<file path="config.mk">
export PLATFORM = sky130hd
export DESIGN_NAME = r4fft_queue
export DESIGN_NICKNAME = d
export VERILOG_FILES = /design/src/hdl/r4fft_pkg.sv /design/src/hdl/r4fft_queue.sv
export SDC_FILE = /design/constraint.sdc
export NUM_CORES = 1
export LEC_CHECK = 0
export BUFFER_PORTS_ARGS = -buffer_cell sky130_fd_sc_hd__buf_2
export CAP_MARGIN = 10
export CORE_MARGIN = 5
export CORE_UTILIZATION = 42
export DETAILED_ROUTE_END_ITERATION = 16
export PLACE_DENSITY = 0.69
export RECOVER_POWER = 50
export SETUP_SLACK_MARGIN = 0.15
export SLEW_MARGIN = 15
export SYNTH_ARGS = -nofsm -noshare
export SYNTH_HDL_FRONTEND = slang
export SYNTH_SLANG_ARGS = --single-unit
export TNS_END_PERCENT = 1
</file>
<file path="constraint.sdc">
create_clock -name clk_i -period 4.4 [get_ports clk_i]
set_clock_uncertainty 0.05 [all_clocks]
set_input_delay 0.66 -clock clk_i [delete_from_list [all_inputs] [get_ports clk_i]]
set_output_delay 0.66 -clock clk_i [all_outputs]
set_load 0.005 [all_outputs]
</file>
<file path="src/hdl/r4fft_pkg.sv">
// shared types, constants and twiddle table function of the radix-4 fft
`default_nettype none
package r4fft_pkg;

  localparam int unsigned CfgIndexBits = 4;
  localparam int unsigned CfgDataBits  = 4;
  localparam int unsigned QueueDepth   = 2;
  localparam int unsigned LogSizeReset = 10;

  localparam logic [CfgIndexBits-1:0] RegLogSize = CfgIndexBits'(0);
  localparam logic [CfgIndexBits-1:0] RegInverse = CfgIndexBits'(1);

  localparam longint unsigned PiQ30  = 64'd3373259426;
  localparam longint unsigned OneQ30 = 64'd1 << 30;

  typedef enum logic {
    OP_LOAD  = 1'b0,
    OP_FETCH = 1'b1
  } op_kind_e;

  typedef struct packed {
    op_kind_e kind;
    logic     last;
  } op_ctrl_t;

  typedef enum logic [2:0] {
    ST_IDLE,
    ST_FETCH,
    ST_RD,
    ST_SUM,
    ST_MUL,
    ST_RND,
    ST_WR,
    ST_NEXT
  } st_e;

  // cosine and sine magnitudes of quarter-wave point r, packed as {cos, sin}
  function automatic logic [63:0] tw_entry(input int unsigned r, input int unsigned ldm,
                                           input int unsigned twb);
    longint unsigned quarter;
    longint unsigned rr;
    longint unsigned x;
    longint unsigned x2;
    longint unsigned tc;
    longint unsigned ts;
    longint unsigned c;
    longint unsigned s;
    longint unsigned vc;
    longint unsigned vs;
    longint unsigned one;
    longint sc;
    longint ss;
    bit swap;
    quarter = 64'd1 << (ldm - 2);
    rr = 64'(r);
    swap = 1'b0;
    if (2 * rr > quarter) begin
      rr = quarter - rr;
      swap = 1'b1;
    end
    x = (PiQ30 * rr + (64'd1 << (ldm - 2))) >> (ldm - 1);
    x2 = (x * x) >> 30;
    tc = OneQ30;
    ts = x;
    sc = longint'(tc);
    ss = longint'(ts);
    for (int k = 0; k < 8; k++) begin
      tc = ((tc * x2) >> 30) / 64'((2 * k + 1) * (2 * k + 2));
      ts = ((ts * x2) >> 30) / 64'((2 * k + 2) * (2 * k + 3));
      if (k % 2 == 1) begin
        sc = sc + longint'(tc);
        ss = ss + longint'(ts);
      end else begin
        sc = sc - longint'(tc);
        ss = ss - longint'(ts);
      end
    end
    c = (sc < 0) ? 64'd0 : 64'(sc);
    s = (ss < 0) ? 64'd0 : 64'(ss);
    one = 64'd1 << (twb - 1);
    vc = ((swap ? s : c) + (64'd1 << (30 - twb))) >> (31 - twb);
    vs = ((swap ? c : s) + (64'd1 << (30 - twb))) >> (31 - twb);
    if (vc > one) vc = one;
    if (vs > one) vs = one;
    return {vc[31:0], vs[31:0]};
  endfunction

endpackage
`default_nettype wire

</file>
<file path="src/hdl/r4fft_queue.sv">
// short word queue between front and back
`default_nettype none
module r4fft_queue import r4fft_pkg::*; #(
  parameter int unsigned WIDTH = 52
) (
  input  wire logic             clk_i,
  input  wire logic             rst_ni,
  input  wire logic             push_i,
  input  wire op_ctrl_t         ctrl_i,
  input  wire logic [WIDTH-1:0] data_i,
  input  wire logic             pop_i,
  output logic                  full_o,
  output logic                  empty_o,
  output op_ctrl_t              ctrl_o,
  output logic [WIDTH-1:0]      data_o
);

  localparam int unsigned PtrBits = (QueueDepth > 1) ? $clog2(QueueDepth) : 1;
  localparam int unsigned CntBits = $clog2(QueueDepth + 1);

  op_ctrl_t                 ctrl_q [QueueDepth];
  logic [WIDTH-1:0]         data_q [QueueDepth];
  logic [PtrBits-1:0]       wr_ptr_q, rd_ptr_q;
  logic [CntBits-1:0]       cnt_q;

  assign full_o  = (cnt_q == CntBits'(QueueDepth));
  assign empty_o = (cnt_q == '0);
  assign ctrl_o  = ctrl_q[rd_ptr_q];
  assign data_o  = data_q[rd_ptr_q];

  always_ff @(posedge clk_i or negedge rst_ni) begin
    if (!rst_ni) begin
      wr_ptr_q <= '0;
      rd_ptr_q <= '0;
      cnt_q    <= '0;
    end else begin
      if (push_i) begin
        wr_ptr_q <= (wr_ptr_q == PtrBits'(QueueDepth - 1)) ? '0 : wr_ptr_q + 1'b1;
      end
      if (pop_i) begin
        rd_ptr_q <= (rd_ptr_q == PtrBits'(QueueDepth - 1)) ? '0 : rd_ptr_q + 1'b1;
      end
      if (push_i && !pop_i) begin
        cnt_q <= cnt_q + 1'b1;
      end else if (pop_i && !push_i) begin
        cnt_q <= cnt_q - 1'b1;
      end
    end
  end

  always_ff @(posedge clk_i) begin
    if (push_i) begin
      ctrl_q[wr_ptr_q] <= ctrl_i;
      data_q[wr_ptr_q] <= data_i;
    end
  end

endmodule
`default_nettype wire

</file>
# Yosys cells after proc, flatten, opt, wreduce, memory -nomap -nowiden
# Memories as Yosys holds them, arrays and structs flattened.
# Cells that the tools add are included.
dict set report op_classes {
  addsub 4
  eq_ne 1
  n_mux 6
  n_reduce_logical 6
}
# cell n
set ops {}
lappend ops {{$mux 1} 4}
lappend ops {{$mux 2} 2}
lappend ops {{$add 1x1->1 const B} 2}
lappend ops {{$add 2x1->2 const B} 1}
lappend ops {{$eq 2x2->1 const B} 1}
lappend ops {{$logic_and 1x1->1} 2}
lappend ops {{$logic_not 1->1} 2}
lappend ops {{$logic_not 2->1} 1}
lappend ops {{$reduce_bool 2->1} 1}
lappend ops {{$sub 2x1->2 const B} 1}
dict set report totals {
  register_bits 4
  mem_bits_rw 108
  output_inout_bits 56
  elab_cells 22
  mem_count 2
}
# memory depth word_bits read_ports rd_clocked_by_memory_dff write_ports line_no
set memory_table {}
lappend memory_table {data_q 2 52 1 0 1 r4fft_queue.sv:22} ;# logic [WIDTH-1:0] data_q [QueueDepth];
lappend memory_table {ctrl_q 2 2 1 0 1 r4fft_queue.sv:21} ;# op_ctrl_t ctrl_q [QueueDepth];

# Depth between registers and ports, before layout
dict set report depth {
  ltp_word 4
  depth_mapped 5
  depth_no_buf 5
}

# Worst setup path after synthesis
# Ideal clock, no wire load.
dict set report synth_timing {
  path_type {input-to-reg}
  from {input port push_i}
  to {memory ctrl_q[0][0] in the netlist's numbering, enable pin}
  setup_ps 472
  arrival_ps 3047
  required_time_ps 3878
  path_slack_ps 830
  stages 1
  path_buffers 0
  path_cell_list {nor2b_1}
}
dict set report synth_via {
  elab_chain_cells 2
}
# item line_no
set synth_lines {}
lappend synth_lines {{from (decl)} r4fft_queue.sv:8} ;# input wire logic push_i,
lappend synth_lines {{$mux 1} r4fft_queue.sv:52} ;# if (push_i) begin
lappend synth_lines {{$mux 1 (implied by the code)} r4fft_queue.sv:53} ;# ctrl_q[wr_ptr_q] <= ctrl_i;
lappend synth_lines {{to (decl)} r4fft_queue.sv:21}
# No other way between the ends.

# Worst setup path after layout
dict set report layout_timing {
  from {register rd_ptr_q}
  to {output port data_o[37]}
}
dict set report layout_via {
  elab_chain_cells 1
}
# item line_no
set layout_lines {}
lappend layout_lines {{from (decl)} r4fft_queue.sv:23} ;# logic [PtrBits-1:0] wr_ptr_q, rd_ptr_q;
lappend layout_lines {{from (signal assigned)} r4fft_queue.sv:41} ;# rd_ptr_q <= (rd_ptr_q == PtrBits'(QueueDepth - 1)) ? '0 : rd_ptr_q + 1'b1;
lappend layout_lines {{$mem_v2 2x52} n/a}
lappend layout_lines {{to (decl)} r4fft_queue.sv:15} ;# output logic [WIDTH-1:0] data_o
# No other way between the ends.

==> impl_metrics.ini <==
[synth]
netlist.area_leader.share_pct = 74.8
synth_top_area_cell = edfxtp_1
ys_seq_area_share_pct = 77.2
synthCells = 184
synth_common_cells = edfxtp_1, mux2_4, buf_12, mux2_2
syn_avg_cell_area_um2 = 23.5
synth_nets = 243
synth-edff-count = 108
yosys_warnings = 0
ys_async_sr_fraction_pct = 3.57
synth.most_common_cell = edfxtp_1
ys_seq_elements = 112
syn_area_um2 = 4330
ys_top_cells_by_area = edfxtp_1, mux2_4, buf_12, dfrtp_1, mux2_2
synth_flop_cell = edfxtp_1
synth.distinct_cells = 13

[sta]
max_freq_ghz = 0.361
fin_crit_sh_pct = 62.9
slew_violations = 0
min_period_ps = 2770
rsz0062_at_grt = false
worst-slew-pin-transition_ps = 1090
max_slew_margin_pct = 27.5
setup_violations = 0
fin_setup_tns_ps = 0
final-hold-violation-count = 0

[placement]
gp_congestion = 0.696
io_buffers = 113
dpl.hpwl_um = 4740

[critical_path]
cp_data_arrival_time_ps = 2060
startpoint_type = flip-flop
critPathKind = reg -> out
path_max_fanout = 55
cp_data_required_time_ps = 3690
worstSetupEndpointType = primary output
r2r_cells = 2

[power_and_ir_drop]
ir_drop_v = 0.000409
finalPower_uw = 3000
powerDensity_nw_per_um2 = 586
p_sw_uw = 834
p_leak_uw = 0.00198
switching_share_pct = 27.8
p_int_uw = 2170
p_comb_share_pct = 27.6
power_frac_clock_pct = 18.7
sequentialPowerShare_pct = 53.7

[clock_tree]
clk_pin_slew_ps = 100
cts_tree = yes
clock-sinks = 112
numCtsBuffers = 9
cts_buffer_depth = 2
h-tree-depth = 3
cts_setup_buffers = 0
hold_buffers = 0
clock_latency_ps = 350
cts_root_buf = clkbuf_8
cts_resized = 0

[detailed_routing]
drcViolationCount = 0
drt_iter0_markers = 46
drtAntennaViolNets = 0
via_per_inst = 4.49
wire_per_inst_um = 16.0
firstDrtPassIters = 4
vias = 1996
finalWirelength_um = 7110

[layout]
fillCellCount = 884
area_delta_synth_final_pct = 18.2
fin_nets = 363
drive_gt1_share_pct = 49.5
n_antenna_cell = 0

[floorplanning]
rows = 37
die_y_um = 112
ioPinCount = 114
fp.dieW_um = 112
core_area_um2 = 10200
initial_core_util_pct = 42.5
die-area_um2 = 12400

[grt]
overflow = 0
grt_pass1_wl_um = 11400
grt_usage_pct = 11.7
grt_use_met1_pct = 14.7
use_met2_pct = 19.3
grt.busiest_layer = met2
grtUsageMet3_pct = 3.48
grt_max_degree = 56
grt_pass1_vias = 2261
antenna_found_initial = 0

[status]
status = finished, final reports clean

[run]
maxCapViolations = 0

[min_path]
hp-class = in -> async
-- worst paths after layout --
kind | from | to | slack, ps
worst max-delay path | rd_ptr_q | data_o[37] | 1630
worst min-delay path | rst_ni | cnt_q[0] | 70
worst max register to register | wr_ptr_q | data_q[0][47] | 2310
worst min register to register | cnt_q[1] | cnt_q[1] | 450
max in group asynchronous | rst_ni | rd_ptr_q | 4020
min in group clk_i | data_i[42] | data_q[1][42] | 430
-- cells by family (layout without fill, tap and decap cells) --
family | after synthesis | count (layout) | share of synthesized area, %
xor+xnor | 5 | 5 | 1.01
fa+ha+maj | 1 | 1 | 0.289
buf+inv | 7 | 132 | 2.66
flops | 112 | 112 | 77.2
mux | 54 | 54 | 18.3
simple gates | 5 | 5 | 0.607
-- sequential cells by signal, indices dropped and copies added, names as in the netlist --
register,cells
wr_ptr_q,1
rd_ptr_q,1
cnt_q,2
data_q,104
ctrl_q,4
-- per-layer routing --
layer	routed length, um	part of all wire (%)
met1	3090	43
met3	464	6.5
met5	0	0
met4	68	0.96
met2	3490	49
-- power groups by stage --
| stage | Clock [uW] | Combinational, uW | Sequential, uW |
|---|---|---|---|
| floorplan | 0 | 740 | 1500 |
| global placement | 0 | 845 | 1640 |
| detailed placement | 0 | 853 | 1650 |
| CTS | 580 | 856 | 1620 |
| global route | 622 | 899 | 1650 |
| finish | 561 | 828 | 1610 |
-- layout make-up --
type                            count  area, um^2  area share, %
Timing Repair Buffer              115         539           10.5
Clock inverter                      6        51.3           1.00
Inverter                            1        3.75         0.0733
Clock buffer                       10         128           2.49
Sequential cell                   112        3350           65.3
Multi-Input combinational cell     65         883           17.2
Tap cell                          136         170           3.32
-- layout by cell type, fill, tap and decap left out, types with 2 or more instances in the layout --
cell      Yosys  routed
inv_8         0       2
clkbuf_1      0      34
buf_2         0      80
mux2_2        5       5
dfrtp_1       4       3
mux2_4       49      49
nor2_1        2       2
buf_4         0       2
clkbuf_8      0       9
edfxtp_1    108     108
xor2_1        4       4
-- critical path: stages, from the launching register on --
cell and delay, ps:
dfrtp_4 1070, mux2_2 410, buf_2 130
-- metrics by stage --
stage               worst slack, ps  instances  util (%)  cell area (um^2)  hold slack, ps
CTS                            1610        445      50.7              5160            25.8
global route                   1540        445      50.3              5120            66.8
detailed placement             1870        429      48.9              4980             421
global placement               1920        429      48.9              4980             420
finish                         1630        445      50.3              5120            70.5
floorplan                       830        184         -              4330             314
Power figures use the tool's default switching activity.
