`src/hdl/r4fft_pkg.sv`:
```
// shared types, constants and twiddle table function of the radix-4 fft
`default_nettype none
package r4fft_pkg;

  localparam int unsigned CfgIndexBits = 4;
  localparam int unsigned CfgDataBits  = 4;
  localparam int unsigned QueueDepth   = 2;
  localparam int unsigned LogSizeReset = 10;

  localparam logic [CfgIndexBits-1:0] RegLogSize = CfgIndexBits'(0);
  localparam logic [CfgIndexBits-1:0] RegInverse = CfgIndexBits'(1);

  localparam longint unsigned PiQ30  = 64'd3373259426;
  localparam longint unsigned OneQ30 = 64'd1 << 30;

  typedef enum logic {
    OP_LOAD  = 1'b0,
    OP_FETCH = 1'b1
  } op_kind_e;

  typedef struct packed {
    op_kind_e kind;
    logic     last;
  } op_ctrl_t;

  typedef enum logic [2:0] {
    ST_IDLE,
    ST_FETCH,
    ST_RD,
    ST_SUM,
    ST_MUL,
    ST_RND,
    ST_WR,
    ST_NEXT
  } st_e;

  // cosine and sine magnitudes of quarter-wave point r, packed as {cos, sin}
  function automatic logic [63:0] tw_entry(input int unsigned r, input int unsigned ldm,
                                           input int unsigned twb);
    longint unsigned quarter;
    longint unsigned rr;
    longint unsigned x;
    longint unsigned x2;
    longint unsigned tc;
    longint unsigned ts;
    longint unsigned c;
    longint unsigned s;
    longint unsigned vc;
    longint unsigned vs;
    longint unsigned one;
    longint sc;
    longint ss;
    bit swap;
    quarter = 64'd1 << (ldm - 2);
    rr = 64'(r);
    swap = 1'b0;
    if (2 * rr > quarter) begin
      rr = quarter - rr;
      swap = 1'b1;
    end
    x = (PiQ30 * rr + (64'd1 << (ldm - 2))) >> (ldm - 1);
    x2 = (x * x) >> 30;
    tc = OneQ30;
    ts = x;
    sc = longint'(tc);
    ss = longint'(ts);
    for (int k = 0; k < 8; k++) begin
      tc = ((tc * x2) >> 30) / 64'((2 * k + 1) * (2 * k + 2));
      ts = ((ts * x2) >> 30) / 64'((2 * k + 2) * (2 * k + 3));
      if (k % 2 == 1) begin
        sc = sc + longint'(tc);
        ss = ss + longint'(ts);
      end else begin
        sc = sc - longint'(tc);
        ss = ss - longint'(ts);
      end
    end
    c = (sc < 0) ? 64'd0 : 64'(sc);
    s = (ss < 0) ? 64'd0 : 64'(ss);
    one = 64'd1 << (twb - 1);
    vc = ((swap ? s : c) + (64'd1 << (30 - twb))) >> (31 - twb);
    vs = ((swap ? c : s) + (64'd1 << (30 - twb))) >> (31 - twb);
    if (vc > one) vc = one;
    if (vs > one) vs = one;
    return {vc[31:0], vs[31:0]};
  endfunction

endpackage
`default_nettype wire

```
`src/hdl/r4fft_front.sv`:
```
// front end: configuration, frame counters and word classification
`default_nettype none
module r4fft_front import r4fft_pkg::*; #(
  parameter int unsigned LM = 10,
  parameter int unsigned SB = 16,
  parameter int unsigned LW = 4,
  parameter int unsigned QW = 52
) (
  input  wire logic                    clk_i,
  input  wire logic                    rst_ni,
  input  wire logic                    cfg_valid_i,
  output logic                         cfg_ready_o,
  input  wire logic [CfgIndexBits-1:0] cfg_index_i,
  input  wire logic [CfgDataBits-1:0]  cfg_data_i,
  input  wire logic                    in_valid_i,
  output logic                         in_stall_o,
  input  wire logic                    func_i,
  input  wire logic signed [SB-1:0]    sample_re_i,
  input  wire logic signed [SB-1:0]    sample_im_i,
  input  wire logic                    q_full_i,
  output logic                         q_push_o,
  output op_ctrl_t                     q_ctrl_o,
  output logic [QW-1:0]                q_data_o,
  output logic [LW-1:0]                log_size_o,
  output logic                         inverse_o
);

  logic [LW-1:0] log_size_q;
  logic          inverse_q;
  logic [LM:0]   load_count_q, read_count_q;
  logic          frame_ready_q;

  logic [LM:0]   n_pts, nm1, idx, idx_inc, k, k_inc;
  logic          load_last, fetch_last, acc, cfg_hit;
  logic [LM-1:0] rev, addr_f;
  op_kind_e      kind;

  assign cfg_ready_o = 1'b1;
  assign in_stall_o  = q_full_i;
  assign log_size_o  = log_size_q;
  assign inverse_o   = inverse_q;

  always_comb begin
    n_pts      = (LM + 1)'(1) << log_size_q;
    nm1        = n_pts - 1'b1;
    idx        = load_count_q & nm1;
    idx_inc    = idx + 1'b1;
    load_last  = (idx_inc >= n_pts);
    k          = read_count_q & nm1;
    k_inc      = k + 1'b1;
    fetch_last = (k_inc >= n_pts);
    for (int b = 0; b < LM; b++) begin
      rev[b] = k[LM-1-b];
    end
    addr_f   = rev >> (LW'(LM) - log_size_q);
    kind     = op_kind_e'(func_i);
    acc      = in_valid_i && !q_full_i;
    cfg_hit  = cfg_valid_i && ((cfg_index_i == RegLogSize) || (cfg_index_i == RegInverse));
    q_push_o = acc && ((kind == OP_LOAD) || frame_ready_q);
    q_ctrl_o.kind = kind;
    if (kind == OP_LOAD) begin
      q_ctrl_o.last = load_last;
      q_data_o      = {LM'(idx), LM'(0), sample_re_i, sample_im_i};
    end else begin
      q_ctrl_o.last = fetch_last;
      q_data_o      = {addr_f, LM'(k), SB'(0), SB'(0)};
    end
  end

  always_ff @(posedge clk_i or negedge rst_ni) begin
    if (!rst_ni) begin
      log_size_q    <= LW'((LogSizeReset > LM) ? LM : LogSizeReset);
      inverse_q     <= 1'b0;
      load_count_q  <= '0;
      read_count_q  <= '0;
      frame_ready_q <= 1'b0;
    end else if (cfg_hit) begin
      if (cfg_index_i == RegLogSize) begin
        log_size_q <= (int'(cfg_data_i) > int'(LM)) ? LW'(LM) : LW'(cfg_data_i);
      end else begin
        inverse_q <= cfg_data_i[0];
      end
      load_count_q  <= '0;
      read_count_q  <= '0;
      frame_ready_q <= 1'b0;
    end else if (acc) begin
      if (kind == OP_LOAD) begin
        if (load_last) begin
          load_count_q  <= '0;
          read_count_q  <= '0;
          frame_ready_q <= 1'b1;
        end else begin
          load_count_q <= idx_inc;
          if (frame_ready_q) begin
            frame_ready_q <= 1'b0;
            read_count_q  <= '0;
          end
        end
      end else if (frame_ready_q) begin
        if (fetch_last) begin
          read_count_q  <= '0;
          frame_ready_q <= 1'b0;
        end else begin
          read_count_q <= k_inc;
        end
      end
    end
  end

endmodule
`default_nettype wire

```
`config.mk`:
```
export PLATFORM = sky130hd
export DESIGN_NAME = r4fft_front
export DESIGN_NICKNAME = d
export VERILOG_FILES = /design/src/hdl/r4fft_pkg.sv /design/src/hdl/r4fft_front.sv
export SDC_FILE = /design/constraint.sdc
export NUM_CORES = 1
export LEC_CHECK = 0
export BUFFER_PORTS_ARGS = -buffer_cell sky130_fd_sc_hd__buf_2
export CAP_MARGIN = 20
export CORE_MARGIN = 2
export CORE_UTILIZATION = 52
export CTS_CLUSTER_DIAMETER = 50
export CTS_CLUSTER_SIZE = 14
export DETAILED_ROUTE_END_ITERATION = 16
export GPL_TIMING_DRIVEN = 0
export PLACE_DENSITY = 0.79
export SKIP_LAST_GASP = 1
export SLEW_MARGIN = 20
export SYNTH_ARGS = -nofsm -noshare
export SYNTH_HDL_FRONTEND = slang
export SYNTH_SLANG_ARGS = --single-unit
```
`constraint.sdc`:
```
create_clock -name clk_i -period 6.1 [get_ports clk_i]
set_input_delay 0.61 -clock clk_i [delete_from_list [all_inputs] [get_ports clk_i]]
set_output_delay 0.61 -clock clk_i [all_outputs]
set_load 0.01 [all_outputs]
```
======== Yosys cells after proc, flatten, opt, wreduce, memory -nomap -nowiden ========
Cells that the tools add are included.
word-level totals
  bits in read-only memories .............. 0
  bits in latches ......................... 0
  input bits .............................. 46
  output and inout port bits .............. 62
  RAM bits ................................ 0
  memories kept ........................... 0
  flip-flop bits (word level) ............. 28
cells by class
  add/sub/neg operators ................... 4
  multiplexer cells ....................... 20
  equality and inequality tests ........... 3
  bitwise gates (word level) .............. 4
  shift-type cells ........................ 2
  order comparisons ....................... 3
  multipliers ............................. 0
  reduce and logical (&&, ||, !) cells .... 13
  divide/modulo/power cells ............... 0
operator list
  cell                   count
  $mux 11                11
  $mux 52                1
  $add 11x1->11 const B  2
  $and 11x11->11         2
  $ge 11x11->1           2
  $shl 1x4->11 const A   1
  $sub 11x1->11 const B  1
  $shr 10x4->10          1
  $mux 1                 7
  $reduce_and 2->1       3
  $eq 4x1->1 const B     1
  $gt 4x4->1 const B     1
  $logic_not 4->1        1
  $mux 4                 1
  $sub 4x4->4 const A    1
  $logic_and 1x1->1      3
  $ne 3x1->1 const B     1
  $reduce_and 3->1       1
  $reduce_bool 3->1      1
  $logic_or 1x1->1       2
  $ne 2x1->1 const B     1
  $not 1->1              2
  $reduce_bool 2->1      1
  $logic_not 1->1        1

======== Logic depth before layout (Yosys ltp) ========
  depth after elaboration ................. 10
  mapped depth ............................ 23
  depth with buffers taken out ............ 18

======== Worst setup path after synthesis ========
OpenSTA, ideal clock, no wires.
  path type ............................... flip-flop to output port
  start point ............................. register log_size_q[0], in the netlist log_size_o[0]
  end point ............................... output port q_ctrl_o[0] (netlist name)
  buffers on the path ..................... 4
  cell stages (with the launch flop) ...... 20
  slack ................................... 0.542 ns
  arrival time ............................ 4.948 ns
  cells stage by stage .................... dfrtp_1 > clkbuf_1 > inv_1 > clkbuf_1 > ha_1 > buf_6 > buf_2 > or3b_2 > ha_1 > and4bb_2 > o41ai_1 > or3_4 > or4_4 > nor3_1 > xnor2_1 > ha_1 > o211ai_1 > a21oi_1 > a211oi_1 > a21oi_1
RTL lines
  what                    line               RTL
  start, declared         r4fft_front.sv:28  logic [LW-1:0] log_size_q;
  start signal, assigned  r4fft_front.sv:72  log_size_q <= LW'((LogSizeReset > LM) ? LM : LogSizeReset);
  start signal, assigned  r4fft_front.sv:79  log_size_q <= (int'(cfg_data_i) > int'(LM)) ? LW'(LM) : LW'(cfg_data_i);
  end, declared           r4fft_front.sv:22  output op_ctrl_t q_ctrl_o,

==> metrics.md <==
| Metric | Value |
|---|---|
| Synthesis-to-finish area growth | 22.67% |
| Slew Limit Headroom | 31.47% |
| Most frequent cell after synthesis | nor2b_1 |
| Yosys reg bits | 28 |
| Hold Crit Class | in2async |
| Global-route usage over all layers | 30.55% |
| RSZ-0062 raised after global routing | no |
| Layout cell share with drive strength beyond 1 | 29.92% |
| Vias in the first global route | 3451 |
| Post-synth EDFFs | 0 |
| Root Driver | clkbuf_8 |
| Slowest CP cell | or4_4 |
| CTS tree | built |
| Max Clk Rate | 169.5 MHz |
| Antenna Nets Post-Route | 0 |
| Final setup fails | 0 |
| Synth warn | 0 |
| CP delay by family, top | simple AND/OR/NAND/NOR gates |
| Post-Layout Inst Area | 0.004029 sq mm |
| R2R depth | 22 |
| Fin util | 66.86% |
| Num CTS Buffers | 3 |
| Final #Nets | 583 |
| Pwr dens | 231.3 mW/mm^2 |
| First-pass DRT Iterations | 5 |
| Total power | 0.0009320 W |
| Seq/Total Area, Yosys | 21.41% |
| Syn Nets | 472 |
| Antenna cells | 0 |
| Die width | 83.48 microns |
| Fin cells | 583 |
| Ports | 108 |
| Drt wl/cell | 18.75 microns |
| Worst-path clk slew | 110 ps |
| Total gr overflow | 0 |
| Leakage power | 1.873 nW |
| Startpoint Class | flop |
| Drt drc | 0 |
| Commonest cells post-synth | 36 x nor2b_1, 32 x nor2_1, 28 x ha_1, 28 x nand2_1, 26 x dfrtp_1 |
| Core region area | 0.006026 sq mm |
| Port bufs | 105 |
| Worst path cell trace | clkbuf_4 -> clkinvlp_4 -> ha_1 -> buf_6 -> clkbuf_4 -> or3b_2 -> ha_1 -> clkbuf_2 -> nor3b_1 -> o21bai_1 -> o21ai_1 -> or4_4 -> nor3_2 -> xnor2_1 -> ha_1 -> o211ai_1 -> a21oi_1 -> a211oi_2 -> a21oi_1 -> buf_2 |
| Critical path arrival | 5290 ps |
| Leading area contributor after synthesis | dfrtp_1 |
| Die H | 83.48 microns |
| DRT iter0 DRCs | 364 |
| Worst Skew | 13.18 ps |
| FFs w/ async S/R, synth | 100.0% |
| R2r endpoint | load_count_q[8] |
| Most frequent CP cell | ha_1 |
| Post-DP HPWL | 8559 microns |
| Vias/cell | 6.317 |
| Gpl congestion | 0.9575 |
| Vias | 3683 |
| DP Cell Count | 578 |
| Post-place setup slack | -737.6 ps |
| Main area contributors after synthesis | dfrtp_1 20%, ha_1 11%, nor2b_1 6.9% |
| Reg2reg start | log_size_o[0] |
| Top-area cell type share of the netlist area | 19.81% |
| Post-Synthesis Cells | 398 |
| Max-cap violations | 0 |
| CP peak stage delay | 640 ps |
| CTS Sinks | 28 |
| Final Hold Vio Count | 0 |
| Placed Area | 0.003910 sq mm |
| Final WS setup | 200.5 ps |
| Post-synth cell types | 67 |
| Reg area | 703.2 sq um |
| CP bufs+invs | 6 |
| Syn_area_per_cell | 8.252 sq um |
| Fillcell total | 494 |
| CP required | 5490 ps |
| Top_reg_cell synth | dfrtp_1 |
| Largest net degree at the start of global routing | 29 |
| Min Tclk post-route | 5899 ps |
| Worst Setup Path Type | reg2out |
| Status | complete, no violations |
| Clock Path Buffers | 2 |
| Max Fanout on Critical Path | 10 |
| Drt total wl | 10930 microns |
| First-pass GRT wire length | 17310 microns |
| Initial Util | 54.51% |
| Initial antenna violation count | 0 |
| # rows | 28 |
| Crit. End Element | output port |
| Max Slew Vio Count | 0 |
| Hold_buf cts | 0 |
| Area of the multi-input gates | 0.002445 sq mm |
| Mapped cell area | 0.003284 sq mm |
| Worst slew pin tran | 1028 ps |
| Max H-tree Level | 1 |
| Clk Latency, worst-skew pair | 290 ps |
| FF-to-FF setup slack | 300 ps |
| Die area | 0.006968 sq mm |
| VDD IR max | 0.1777 mV |
| Final Cycle Share | 96.71% |
where the power goes:
part | leakage [nW] | switching [W] | total (W) | internal [W]
clock | 0.0288 | 0.0000659 | 0.000124 | 0.0000581
sequential | 0.377 | 0.0000220 | 0.000231 | 0.000209
combinational | 1.47 | 0.000358 | 0.000577 | 0.000219
cells by family (layout without fill, tap and decap cells):
logic type	Yosys count	in the layout	share of synthesized area, %
buffers and inverters	41	151	5.600
multiplexers	13	13	5.295
adder cells (fa/ha/maj)	28	28	10.67
flip-flops	28	28	21.41
other	1	1	0.1142
AND/OR/NAND/NOR	156	156	26.55
AO/OA/AOI/OAI	110	110	24.76
XOR/XNOR	21	21	5.600
worst max path at each step:
stage	from	to	depth (start not counted)
final	log_size_o[0]	q_ctrl_o[0]	20
after global routing	log_size_o[0]	q_ctrl_o[0]	20
after CTS	log_size_o[0]	q_ctrl_o[0]	20
after detailed placement	log_size_o[0]	read_count_q[2]	21
after global placement	log_size_o[0]	load_count_q[8]	21
after floorplan	log_size_o[0]	q_ctrl_o[0]	19
worst register-to-register path, stage by stage (launching register included):
cell	delay (ps)
dfrtp_1	450
clkbuf_4	230
clkinvlp_4	110
ha_1	160
buf_6	140
clkbuf_4	210
or3b_2	530
ha_1	260
clkbuf_2	210
nor3b_1	180
o21bai_1	200
o21ai_1	260
or4_4	640
nor3_2	190
xnor2_1	140
ha_1	270
o211ai_1	130
a21oi_1	80
a211oi_2	350
buf_4	180
and3_1	190
clkbuf_1	400
a22o_1	230
repair_timing:
item,CTS,global route
setup endpoints to repair,24,22
pin swaps,0,1
buffers inserted,1,1
endpoints found under the hold margin,0,0
resized for setup,6,6
stage by stage:
| step | TNS, ps | hold slack, ps |
|---|---|---|
| CTS | 0 | 362.8 |
| detailed placement | -15720 | 476.2 |
| global route | 0 | 394.5 |
| global placement | -13180 | 463.9 |
| finish | 0 | 339.7 |
| floorplan | 0 | 314.4 |
flip-flops by register name, summed over array words and instances (netlist names):
register / cells
read_count_q: 11
load_count_q: 11
log_size_o: 4
frame_ready_q: 1
inverse_o: 1
cells in the final DEF (no fill, tap or decap), types with 10 or more instances in the layout:
cell type | synthesis | routed
xnor2_1 | 15 | 15
a21oi_1 | 12 | 12
dfrtp_1 | 26 | 26
ha_1 | 28 | 28
nand3_1 | 13 | 13
nor2_1 | 32 | 32
inv_1 | 14 | 13
o21ai_0 | 17 | 17
nand2_1 | 28 | 28
a22o_1 | 20 | 20
nor2b_1 | 36 | 36
clkbuf_1 | 13 | 10
buf_2 | 6 | 110
layer usage:
layer / vias to the layer above / GRT usage, % / wire [microns]
met3: 34 / 4.352 / 994
met5: - / 0 / 0
met4: 0 / 13.20 / 367
met2: 258 / 48.24 / 5057
li1: 1695 / - / -
met1: 1696 / 41.74 / 4509
layout make-up:
type | instances | share of cell area (%)
Clock buffer | 4 | 1.366
Inverter | 14 | 1.398
Buffer | 26 | 3.354
Tap cell | 75 | 2.329
Timing Repair Buffer | 107 | 13.42
Multi-Input combinational cell | 329 | 60.68
Sequential cell | 28 | 17.45
Note: power is estimated with default switching activity, not from simulation.
